==> config.mk <==
export PLATFORM = sky130hd
export DESIGN_NAME = tcw_front
export DESIGN_NICKNAME = d
export VERILOG_FILES = /design/src/rtl/core/tcw_pkg.sv /design/src/rtl/core/tcw_front.sv
export SDC_FILE = /design/constraint.sdc
export NUM_CORES = 1
export LEC_CHECK = 0
export BUFFER_PORTS_ARGS = -buffer_cell sky130_fd_sc_hd__buf_4
export CAP_MARGIN = 10
export CORE_MARGIN = 4
export CORE_UTILIZATION = 31
export DETAILED_ROUTE_END_ITERATION = 10
export PLACE_DENSITY = 0.87
export SKIP_CTS_REPAIR_TIMING = 1
export SKIP_LAST_GASP = 1
export SYNTH_ARGS = -nofsm -noshare
export SYNTH_HDL_FRONTEND = slang
export SYNTH_SLANG_ARGS = --single-unit
==> constraint.sdc <==
create_clock -name clk -period 1.1 [get_ports clk]
set_clock_uncertainty 0.1 [all_clocks]
set_input_delay 0.11 -clock clk [delete_from_list [all_inputs] [get_ports clk]]
set_output_delay 0.11 -clock clk [all_outputs]
set_load 0.005 [all_outputs]
==> src/rtl/core/tcw_pkg.sv <==
// ---------------------------------------------------------------------------
// tcw_pkg
// Shared types and constants for the text console writer.
// ---------------------------------------------------------------------------
package tcw_pkg;

    localparam int IDX_W     = 11;
    localparam int CHAR_W    = 8;
    localparam int ATTR_W    = 8;
    localparam int CELL_DW   = CHAR_W + ATTR_W;

    localparam logic [CHAR_W-1:0] BLANK_CHAR   = 8'h20;
    localparam logic [ATTR_W-1:0] BLANK_ATTR   = 8'h07;
    localparam logic [CHAR_W-1:0] NEWLINE_CODE = 8'h0A;
    localparam logic [ATTR_W-1:0] ATTR_RESET   = 8'h0F;
    localparam logic [CELL_DW-1:0] BLANK_CELL  = {BLANK_ATTR, BLANK_CHAR};

    localparam int QUEUE_DEPTH = 2;
    localparam int QPTR_W      = $clog2(QUEUE_DEPTH);
    localparam int QCNT_W      = $clog2(QUEUE_DEPTH + 1);

    localparam logic OP_WRITE = 1'b0;
    localparam logic OP_READ  = 1'b1;

    typedef enum logic [1:0] {
        CMD_CHAR      = 2'd0,
        CMD_NEWLINE   = 2'd1,
        CMD_READ      = 2'd2,
        CMD_READ_NULL = 2'd3
    } cmd_kind_t;

    typedef struct packed {
        cmd_kind_t         kind;
        logic [CHAR_W-1:0] ch;
        logic [ATTR_W-1:0] attr;
        logic [IDX_W-1:0]  index;
    } cmd_t;

endpackage

==> src/rtl/core/tcw_front.sv <==
// ---------------------------------------------------------------------------
// tcw_front
// Request intake: holds the attribute register and sorts each request
// into a console command for the queue.
// ---------------------------------------------------------------------------
module tcw_front #(
    parameter int COLUMNS = 80,
    parameter int ROWS    = 25
) (
    input  logic                          clk,
    input  logic                          rst_n,
    input  logic                          item_valid,
    output logic                          item_stall,
    input  logic                          op,
    input  logic [tcw_pkg::CHAR_W-1:0]    char_code,
    input  logic [tcw_pkg::IDX_W-1:0]     cell_index,
    input  logic                          text_attribute_we,
    input  logic [tcw_pkg::ATTR_W-1:0]    text_attribute_data,
    input  logic                          queue_full,
    input  logic                          clearing,
    output logic                          push,
    output tcw_pkg::cmd_t                 cmd
);
    import tcw_pkg::*;

    localparam int CELLS = COLUMNS * ROWS;
    localparam int CUR_W = $clog2(CELLS + 1);
    localparam int CMP_W = (CUR_W > IDX_W) ? CUR_W : IDX_W;

    logic [ATTR_W-1:0] attr_reg;
    logic [ATTR_W-1:0] attr_next;
    logic [CMP_W-1:0]  idx_ext;
    logic              in_range;

    always_comb
    begin
        attr_next = text_attribute_we ? text_attribute_data : attr_reg;
    end

    always_ff @(posedge clk or negedge rst_n)
    begin
        if (!rst_n)
        begin
            attr_reg <= ATTR_RESET;
        end
        else
        begin
            attr_reg <= attr_next;
        end
    end

    assign idx_ext    = CMP_W'(cell_index);
    assign in_range   = idx_ext < CMP_W'(CELLS);
    assign item_stall = queue_full | clearing;
    assign push       = item_valid & ~item_stall;

    always_comb
    begin
        cmd.ch    = char_code;
        cmd.attr  = attr_reg;
        cmd.index = cell_index;
        if (op == OP_READ)
        begin
            cmd.kind = in_range ? CMD_READ : CMD_READ_NULL;
        end
        else if (char_code == NEWLINE_CODE)
        begin
            cmd.kind = CMD_NEWLINE;
        end
        else
        begin
            cmd.kind = CMD_CHAR;
        end
    end

endmodule

# Word-level counts from Yosys, hierarchy flattened
# Index checks and enable logic that the tools add are counted.
# op_classes
magnitude_cmp	1
eq_ne	1
muxes	3
n_bitwise	3
# ops
cell	count
$lt 11x11->1 const B	1
$eq 8x4->1 const B	1
$mux 1	2
$mux 2	1
$and 1x1->1	1
$not 1->1	1
$or 1x1->1	1
# word_totals
register_bits	8
in_bits	34
out_inout_bits	31
elab_cells	9

# Logic depth before layout (Yosys ltp)
# logic_depth
word_depth	3
ltp_mapped	3
ltp_nobuf	3

# Least setup slack after synthesis
# OpenSTA, ideal clock, no wires.
# synth_timing
kind	flip-flop to flip-flop
from	reg attr_reg[4] (netlist name)
to	reg attr_reg[4]
setup_ns	0.125
t_arrival_ns	0.612
path_slack_ns	0.263
stages_incl_launch_ff	2
n_path_buf	0
period_less_slack_ns	0.837
cell_sequence	dfrtp_1 mux2_2
# synth_rtl
item	line_no	source
end signal: assignment	tcw_front.sv:48	attr_reg <= attr_next;
end: declaration	tcw_front.sv:30	logic [ATTR_W-1:0] attr_reg;

# Worst setup path after layout
# layout_timing
from	reg attr_reg[2]
to	out cmd[13] (netlist name)
# layout_rtl
item	line_no	source
end: declaration	tcw_front.sv:22	output tcw_pkg::cmd_t cmd
# No word-level cell between the ends.

==> results.py <==
metrics = {
    "floorplan": {
        "fp.coreArea_um2": 1540,
        "io_pins": 65,
        "row_count": 14,
        "die_height_um": 48.9,
        "initial_core_util_pct": 33.6,
        "dieArea_um2": 2390,
        "die_w_um": 48.9,
    },
    "routing": {
        "wire_per_inst_um": 13.7,
        "drtIter0Drc": 0,
        "route.vias.total": 498,
        "route.detailed.drc": 0,
        "wl_um": 1510,
        "firstDrtPassIters": 1,
        "via_per_inst": 4.53,
        "ant_nets": 0,
    },
    "power_and_ir_drop": {
        "p_switching_mw": 0.201,
        "intPower_mw": 0.672,
        "cellPowerDensity_nw_per_um2": 951,
        "p_sw_share_pct": 23.0,
        "power_frac_seq_pct": 40.6,
        "p_leak_nw": 0.462,
        "p_comb_share_pct": 32.0,
        "peakVddDrop_mv": 0.727,
        "power.total_mw": 0.873,
        "power.share.clock_pct": 27.4,
    },
    "cells_and_area": {
        "final_common_cell": "buf_4",
        "area_growth_pct": 77.3,
        "final_area_um2": 918,
        "final_cell_mix": "buf_4 (52), mux2_2 (8), dlygate4sd3_1 (8)",
        "num_antenna_cells": 0,
        "nets": 129,
        "drive_gt1_share_pct": 77.7,
        "largest_reg_flops": 8,
    },
    "setup_path": {
        "path_delay_family": "flip-flops",
        "cp.required_ns": 0.89,
        "crit_chain": "buf_6",
        "end_kind": "output pin",
        "cp.arrival_ns": 0.88,
        "startpoint_type": "flip-flop",
        "criticalPathCategory": "reg -> out",
        "cpMaxStageDelayCell": "dfstp_2",
        "max_stage_delay_ns": 0.54,
        "path_buf_inv": 1,
        "crit_fanout": 2,
    },
    "synth": {
        "synth-simple-area-share_pct": 8.70,
        "ys_seq_area_share_pct": 39.6,
        "synth_mux_area_share_pct": 17.4,
        "synth_top_family_by_area": "buffers and inverters",
        "synth_compound_area_share_pct": 2.42,
        "synth_seq_cells": 8,
        "syn_nets": 81,
        "synth_fa_ha_area_share_pct": 0,
        "syn_area_per_cell_um2": 11.0,
        "synthXorXnorAreaFrac_pct": 0,
        "synth_cells": 47,
        "yosysWarnings": 0,
        "netlist_area_um2": 518,
        "synthDistinctLibCells": 12,
    },
    "clock_network": {
        "clock-root-buffer": "clkbuf_4",
        "clk_latency_ns": 0.25,
        "clockBufferDepth": 2,
        "cts.sinks": 8,
        "cts_tree": "done",
        "cts_made_buffers": 3,
        "path_clk_slew_ns": 0.05,
        "cts_max_level": 1,
    },
    "timing": {
        "grt_setup_unrepaired": "true",
        "setup_tns_ns": 0,
        "tightest_slew_ns": 0.186,
        "setup-violations-final": 0,
        "timing.final.hold_violations": 1,
        "whs_ns": -0.00630,
        "fmax_ghz": 0.916,
        "post-route-period-util_pct": 99.3,
        "report.final.slew_viol_count": 0,
        "period_needed_ns": 1.09,
        "maxSlewHeadroom_pct": 87.5,
    },
    "global_routing": {
        "grt_usage_pct": 11.5,
        "grt_max_degree": 9,
        "antenna_found_initial": 0,
        "grt_pass1_wl_um": 2230,
        "grt_pass1_vias": 520,
        "gr-total-overflow": 0,
    },
    "placement": {
        "place_area_um2": 797,
        "port_buffers": 56,
        "hpwl_um": 1230,
        "gp_congestion": 0.662,
    },
    "hold_path": {
        "hold_class": "in -> reg",
    },
    "status": {
        "outcome": "finished with violations",
        "violations": "hold timing",
    },
    "run": {
        "maxCapViolCount": 0,
    },
}
[layout make-up]
cell class / count / area (um^2)
fill: 135 / 623
timing repair buffer: 64 / 515
sequential: 8 / 205
multi-input combinational: 17 / 148
clock buffer: 4 / 26.3
tap: 16 / 20.0
inverter: 1 / 3.75
[cells by family (layout without fill, tap and decap cells)]
logic type | Yosys count | count (layout)
AOI/OAI and AO/OA | 2 | 2
buffers and inverters | 22 | 69
DFF | 8 | 8
muxes | 8 | 8
and+or+nand+nor | 7 | 7
[power by group through the flow]
| stage | Combinational (mW) | Clock [mW] | Sequential [mW] |
|---|---|---|---|
| CTS | 0.251 | 0.249 | 0.351 |
| floorplan | 0.107 | 0 | 0.356 |
| global route | 0.305 | 0.258 | 0.358 |
| detailed placement | 0.250 | 0 | 0.355 |
| finish | 0.280 | 0.239 | 0.354 |
| global placement | 0.244 | 0 | 0.353 |
[synth_stat cells, drive strengths merged]
cell type	number	area [um^2]
buf	21	161
dfrtp	4	100
dfstp	4	105
inv	1	3.75
mux2	8	90.1
nand4	2	12.5
nor2	3	11.3
nor4b	1	15.0
o211ai	1	7.51
o21ai	1	5.00
or2	1	6.26
[routing by layer]
metal	track usage [%]	wire length, um	vias to the layer above
li1	-	-	230
met1	9.51	432	213
met2	20.0	736	50
met3	7.34	303	5
met4	7.17	33	0
met5	0	0	-
[per-stage QoR]
stage | util [%] | worst slack [ns] | cells | hold WS [ns]
after floorplan | - | 0.263 | 47 | -0.286
after global placement | 51.7 | 0.0731 | 98 | -0.171
after detailed placement | 51.7 | 0.0732 | 98 | -0.170
after CTS | 53.4 | -0.00545 | 102 | -0.452
after global routing | 59.6 | -0.0127 | 110 | 0.00558
final | 59.6 | 0.00805 | 110 | -0.00630
[path summary, 6_finish.rpt]
path,cells past startpoint,slack (ns),endpoint,startpoint
worst max-delay path,1,0.008,cmd[13],attr_reg[2]
worst min-delay path,2,-0.006,attr_reg[3],text_attribute_data[3]
worst max register to register,1,0.25,attr_reg[5],attr_reg[5]
worst min register to register,1,0.41,attr_reg[7],attr_reg[7]
max in group asynchronous,2,0.58,attr_reg[2],rst_n
min in group asynchronous,2,0.11,attr_reg[6],rst_n
(Power assumes the default switching activity.)
