<file path="src/rtl/core/tcw_pkg.sv">
// ---------------------------------------------------------------------------
// tcw_pkg
// Shared types and constants for the text console writer.
// ---------------------------------------------------------------------------
package tcw_pkg;

    localparam int IDX_W     = 11;
    localparam int CHAR_W    = 8;
    localparam int ATTR_W    = 8;
    localparam int CELL_DW   = CHAR_W + ATTR_W;

    localparam logic [CHAR_W-1:0] BLANK_CHAR   = 8'h20;
    localparam logic [ATTR_W-1:0] BLANK_ATTR   = 8'h07;
    localparam logic [CHAR_W-1:0] NEWLINE_CODE = 8'h0A;
    localparam logic [ATTR_W-1:0] ATTR_RESET   = 8'h0F;
    localparam logic [CELL_DW-1:0] BLANK_CELL  = {BLANK_ATTR, BLANK_CHAR};

    localparam int QUEUE_DEPTH = 2;
    localparam int QPTR_W      = $clog2(QUEUE_DEPTH);
    localparam int QCNT_W      = $clog2(QUEUE_DEPTH + 1);

    localparam logic OP_WRITE = 1'b0;
    localparam logic OP_READ  = 1'b1;

    typedef enum logic [1:0] {
        CMD_CHAR      = 2'd0,
        CMD_NEWLINE   = 2'd1,
        CMD_READ      = 2'd2,
        CMD_READ_NULL = 2'd3
    } cmd_kind_t;

    typedef struct packed {
        cmd_kind_t         kind;
        logic [CHAR_W-1:0] ch;
        logic [ATTR_W-1:0] attr;
        logic [IDX_W-1:0]  index;
    } cmd_t;

endpackage

</file>
<file path="src/rtl/core/tcw_queue.sv">
// ---------------------------------------------------------------------------
// tcw_queue
// Short command queue between intake and the screen engine.
// ---------------------------------------------------------------------------
module tcw_queue (
    input  logic          clk,
    input  logic          rst_n,
    input  logic          push,
    input  tcw_pkg::cmd_t push_data,
    input  logic          pop,
    output tcw_pkg::cmd_t pop_data,
    output logic          full,
    output logic          empty
);
    import tcw_pkg::*;

    cmd_t              entry_reg [QUEUE_DEPTH];
    logic [QPTR_W-1:0] wr_ptr_reg;
    logic [QPTR_W-1:0] wr_ptr_next;
    logic [QPTR_W-1:0] rd_ptr_reg;
    logic [QPTR_W-1:0] rd_ptr_next;
    logic [QCNT_W-1:0] count_reg;
    logic [QCNT_W-1:0] count_next;
    logic              do_push;
    logic              do_pop;

    assign full     = count_reg == QCNT_W'(QUEUE_DEPTH);
    assign empty    = count_reg == '0;
    assign do_push  = push & ~full;
    assign do_pop   = pop & ~empty;
    assign pop_data = entry_reg[rd_ptr_reg];

    always_comb
    begin
        wr_ptr_next = wr_ptr_reg;
        rd_ptr_next = rd_ptr_reg;
        count_next  = count_reg;
        if (do_push)
        begin
            wr_ptr_next = (wr_ptr_reg == QPTR_W'(QUEUE_DEPTH - 1)) ? '0
                                                                   : wr_ptr_reg + QPTR_W'(1);
        end
        if (do_pop)
        begin
            rd_ptr_next = (rd_ptr_reg == QPTR_W'(QUEUE_DEPTH - 1)) ? '0
                                                                   : rd_ptr_reg + QPTR_W'(1);
        end
        if (do_push && !do_pop)
        begin
            count_next = count_reg + QCNT_W'(1);
        end
        else if (do_pop && !do_push)
        begin
            count_next = count_reg - QCNT_W'(1);
        end
    end

    always_ff @(posedge clk or negedge rst_n)
    begin
        if (!rst_n)
        begin
            wr_ptr_reg <= '0;
            rd_ptr_reg <= '0;
            count_reg  <= '0;
        end
        else
        begin
            wr_ptr_reg <= wr_ptr_next;
            rd_ptr_reg <= rd_ptr_next;
            count_reg  <= count_next;
        end
    end

    always_ff @(posedge clk)
    begin
        if (do_push)
        begin
            entry_reg[wr_ptr_reg] <= push_data;
        end
    end

endmodule

</file>
<file path="config.mk">
export PLATFORM = sky130hd
export DESIGN_NAME = tcw_queue
export DESIGN_NICKNAME = d
export VERILOG_FILES = /design/src/rtl/core/tcw_pkg.sv /design/src/rtl/core/tcw_queue.sv
export SDC_FILE = /design/constraint.sdc
export NUM_CORES = 1
export LEC_CHECK = 0
export BUFFER_PORTS_ARGS = -buffer_cell sky130_fd_sc_hd__buf_2
export CAP_MARGIN = 10
export CELL_PAD_IN_SITES_DETAIL_PLACEMENT = 2
export CELL_PAD_IN_SITES_GLOBAL_PLACEMENT = 2
export CORE_MARGIN = 3
export CORE_UTILIZATION = 34
export DETAILED_ROUTE_END_ITERATION = 10
export PLACE_DENSITY_LB_ADDON = 0.2
export SYNTH_ARGS = -nofsm -noshare
export SYNTH_HDL_FRONTEND = slang
export SYNTH_SLANG_ARGS = --single-unit
</file>
<file path="constraint.sdc">
create_clock -name clk -period 2.5 [get_ports clk]
set_input_delay 0.25 -clock clk [delete_from_list [all_inputs] [get_ports clk]]
set_output_delay 0.25 -clock clk [all_outputs]
set_load 0.02 [all_outputs]
</file>
# Yosys cells after proc, flatten, opt, wreduce, memory -nomap -nowiden
# Memories as Yosys holds them, arrays and structs flattened.
# Cells that the tools add are included.
# op_classes
n_eq_ne	1
n_bitwise	4
muxes	6
addsub	4
n_reduce_logical	6
# op_table
operator	count
1-bit 2-to-1 mux	4
2-bit 2-to-1 mux	2
1-bit adder (second input constant)	2
2-bit by 1-bit adder with 2-bit output (second input constant)	1
1-bit AND	2
2-bit == test (second input constant)	1
1-bit logical AND	2
1-bit logical NOT	2
2-bit logical NOT	1
1-bit NOT	2
2-bit nonzero test	1
2-bit by 1-bit subtractor with 2-bit output (second input constant)	1
# word_totals
n_memories	1
ramBits	58
inputBits	33
elab_cells	25
output_inout_bits	31
reg_bits	4
# mem_list
name	words	width	rd	rd_ports_with_merged_regs	write_ports	line	source
entry_reg	2	29	1	0	1	tcw_queue.sv:17	cmd_t entry_reg [QUEUE_DEPTH];

# Longest topological paths before layout
# depth
depth_word	7
mapped_depth	7
mapped_depth_nobuf	7

# Worst setup path before layout
# No wires, ideal clock.
# synth_path
path_kind	register to register
startpoint	register count_reg[0]
endpoint	memory entry_reg[0][0] (netlist bit), enable pin
path_stages_with_launch	4
arrival_time_ns	1.880
n_path_buf	0
path_slack_ns	0.205
required_ns	2.085
setup_time_ns	0.415
period_less_slack_ns	2.295
cell_sequence	dfrtp_1 -> nand2b_1 -> nand2_1 -> nor2_1
# synth_between
elab_chain_len	5
# synth_rtl
item	line	source
from (decl)	tcw_queue.sv:22	logic [QCNT_W-1:0] count_reg;
from (signal assigned)	tcw_queue.sv:70	count_reg <= count_next;
2-bit == test	tcw_queue.sv:27	assign full = count_reg == QCNT_W'(QUEUE_DEPTH);
1-bit NOT	tcw_queue.sv:29	assign do_push = push & ~full;
1-bit AND	tcw_queue.sv:29	
1-bit 2-to-1 mux	tcw_queue.sv:76	if (do_push)
1-bit 2-to-1 mux (not written as such)	tcw_queue.sv:78	entry_reg[wr_ptr_reg] <= push_data;
to (decl)	tcw_queue.sv:17	
# Every way passes these cells.

==> metrics.md <==
| Metric | Value |
|---|---|
| Status | `finished, final reports clean` |
| Mux share of post-synthesis cell area | `0.1809` |
| Initial drt markers | `45` |
| Post-synth design cell area | `2407 sq um` |
| Slew @ Worst Pin | `0.4019 ns` |
| Detail Route Antenna Nets | `0` |
| Antenna diode count | `0` |
| Final Util | `0.4482` |
| Max-slew headroom | `0.7321` |
| Min-delay worst type | `in -> reg` |
| Multi-input logic area | `526.8 sq um` |
| Clk buf depth | `2` |
| First-pass GRT wire length | `7.417 mm` |
| Clock Sinks | `62` |
| Leakage | `1.255 nW` |
| Worst path max stage delay | `0.50 ns` |
| Largest net degree at the start of global routing | `30` |
| Top delay family on crit path | `flip-flops` |
| Synth Area in Simple Gates | `0.01143` |
| Share of layout cells above drive strength 1 | `0.5767` |
| Clock root buffer | `clkbuf_8` |
| CP max-delay cell | `dfrtp_2` |
| CTS tree | `done` |
| Seq/Total Area, Yosys | `0.7651` |
| Register Area | `1843 sq um` |
| Vias in the first global route | `1435` |
| Crit Path Category | `reg -> out` |
| H-tree depth | `3` |
| Crit start category | `flip-flop` |
| Post-synth top area cell | `edfxtp_1` |
| Setup-failing EPs final | `0` |
| Reg clk slew, reported paths | `0.07 ns` |
| Initial antenna violation count | `0` |
| Worst clock skew | `0.006328 ns` |
| Ports | `64` |
| Arr. time, crit path | `1.58 ns` |
| Die area | `8126 sq um` |
| Largest family of logic cells by synthesized area | `multiplexers` |
| Tcrit/Tclk final | `0.7320` |
| Final min period | `1.830 ns` |
| Switching portion of total power | `0.3178` |
| Synth area leaders | `edfxtp_1 (72%), mux2_4 (18%), dfrtp_1 (4.2%)` |
| Critical path cell sequence | `buf_12, mux2_4, buf_2` |
| Setup TNS Final | `0 ns` |
| Initial core utilization | `0.3524` |
| Die W | `90.15 um` |
| Net Switching | `1.211 mW` |
| Fin nets | `218` |
| Routed wire length | `4.495 mm` |
| FF+latch count, synth | `62` |
| Port buffer count | `63` |
| Core area | `6832 sq um` |
| Non-filler instance count after layout | `285` |
| Internal power | `2.600 mW` |
| Slew Viols, Final | `0` |
| Max reg flops | `58` |
| Unrepaired setup endpoints after global routing | `false` |
| Max-cap viol count | `0` |
| Final hold viol count | `0` |
| Share of the synthesized area in the top cell type | `0.7235` |
| CTS Buf Count | `9` |
| Congestion Overflow GR | `0` |
| Netlist cell types | `13` |
| Cells after DPL | `268` |
| Total track usage | `0.1210` |
| Synthesized area per cell | `22.09 sq um` |
| Xor/xnor cell area share of the yosys netlist | `0.01819` |
| Residual DRC count | `0` |
| Syn Inst Count | `109` |
| Average via count per standard cell | `4.274` |
| Post-synthesis compound-gate area fraction | `0.002079` |
| Pwr Density | `1245 nW/um^2` |
| Maximum clock frequency | `546.4 MHz` |
| Gpl congestion | `0.6283` |
| Worst Setup End Kind | `output port` |
| Pre-antenna DRT Iters | `3` |
| DIE HEIGHT | `90.15 um` |
| Gate power share | `0.356` |
| Total number of vias | `1218` |
| Post-CTS sizing | `0` |
| Clock power share | `0.238` |
| Worst vdd ir | `0.5204 mV` |
| CP bufs+invs | `2` |
| Syn Nets | `143` |
| Worst skew pair latency | `0.33 ns` |
| Seq pwr share | `0.406` |
| Worst path required time | `2.25 ns` |
| P&R area growth vs syn | `27.18%` |
| Wire length per cell | `15.77 um` |
| Hpwl dp | `3.146 mm` |
| Synth Area in Adders | `0.005198` |
| Row cnt | `30` |
| Crit-path max FO | `24` |
| Synth warn | `0` |
| Fillers | `670` |
==> metrics by stage <==
step	power, mW	instance area (sq um)	hold slack, ns	worst slack [ns]
after floorplan	2.560	2407	-0.04559	0.2053
after global placement	2.908	2848	0.06314	0.9984
after detailed placement	2.959	2848	0.06528	0.9043
after CTS	3.884	3062	0.08720	0.6417
after global routing	4.024	3062	0.09203	0.6039
final	3.811	3062	0.1053	0.6699
==> power by group through the flow <==
stage	Sequential (mW)	Combinational [mW]	Clock [mW]
6_report	1.55	1.36	0.908
5_1_grt	1.58	1.46	0.987
4_1_cts	1.55	1.39	0.938
3_5_place_dp	1.57	1.38	0
3_3_place_gp	1.55	1.36	0
2_1_floorplan	1.52	1.04	0
==> cell usage after synthesis <==
master / number
xor2_1: 2
dfrtp_1: 4
inv_1: 2
edfxtp_1: 58
buf_6: 3
nor2_1: 3
nand2b_1: 1
nand2_1: 1
o21ai_1: 1
and3_1: 1
ha_1: 1
xnor2_1: 3
mux2_4: 29
==> worst reg2reg max path, stage by stage, from the launching register on <==
cell and delay (ns):
dfrtp_1 0.43, nand2b_1 0.20, nand2_1 0.17, inv_1 0.06, ha_1 0.20, xor2_1 0.14
nor2_1 0.13, xor2_1 0.17
==> routing by layer <==
layer	GRT usage	up-vias	share of wire
li1	-	567	-
met3	0.04435	10	0.064
met2	0.1960	46	0.50
met1	0.1396	595	0.41
met5	0	-	0
met4	0.06505	0	0.024
==> area by class of cell <==
class | instances | area share
Inverter | 2 | 0.002452
Multi-Input combinational cell | 42 | 0.1720
Timing Repair Buffer | 67 | 0.1177
Sequential cell | 62 | 0.6020
Clock buffer | 10 | 0.04168
Clock inverter | 6 | 0.02493
Tap cell | 96 | 0.03923
==> path summary, 6_finish.rpt <==
check	startpoint	slack, ns	endpoint	depth (start not counted)
worst max-delay path	rd_ptr_reg	0.67	pop_data[11]	3
worst min-delay path	push_data[27]	0.11	entry_reg[0][27]	1
worst max register to register	count_reg[0]	0.92	count_reg[1]	7
worst min register to register	count_reg[1]	0.54	count_reg[1]	1
max in group asynchronous	rst_n	2.11	rd_ptr_reg	2
min in group asynchronous	rst_n	0.25	count_reg[1]	2
==> kinds of logic after synthesis <==
group,count (synthesis)
mux,29
xor+xnor,5
buf+inv,5
flops,62
compound gates,1
simple gates,6
fa+ha+maj,1
==> cell usage in the layout (no fill, tap or decap), types with 2 or more instances in the layout <==
cell,instances
dfrtp_1,3
xnor2_1,3
nor2_1,2
edfxtp_1,58
bufinv_16,2
mux2_4,29
clkinv_1,3
clkbuf_8,9
buf_4,2
inv_1,2
buf_2,63
xor2_1,2
==> repair_timing <==
action | in CTS | in global routing
hold buffers | 1 | 0
setup buffers | 0 | 0
endpoints found under the hold margin | 4 | 0
No activity file was read; power rests on OpenSTA's default activity.
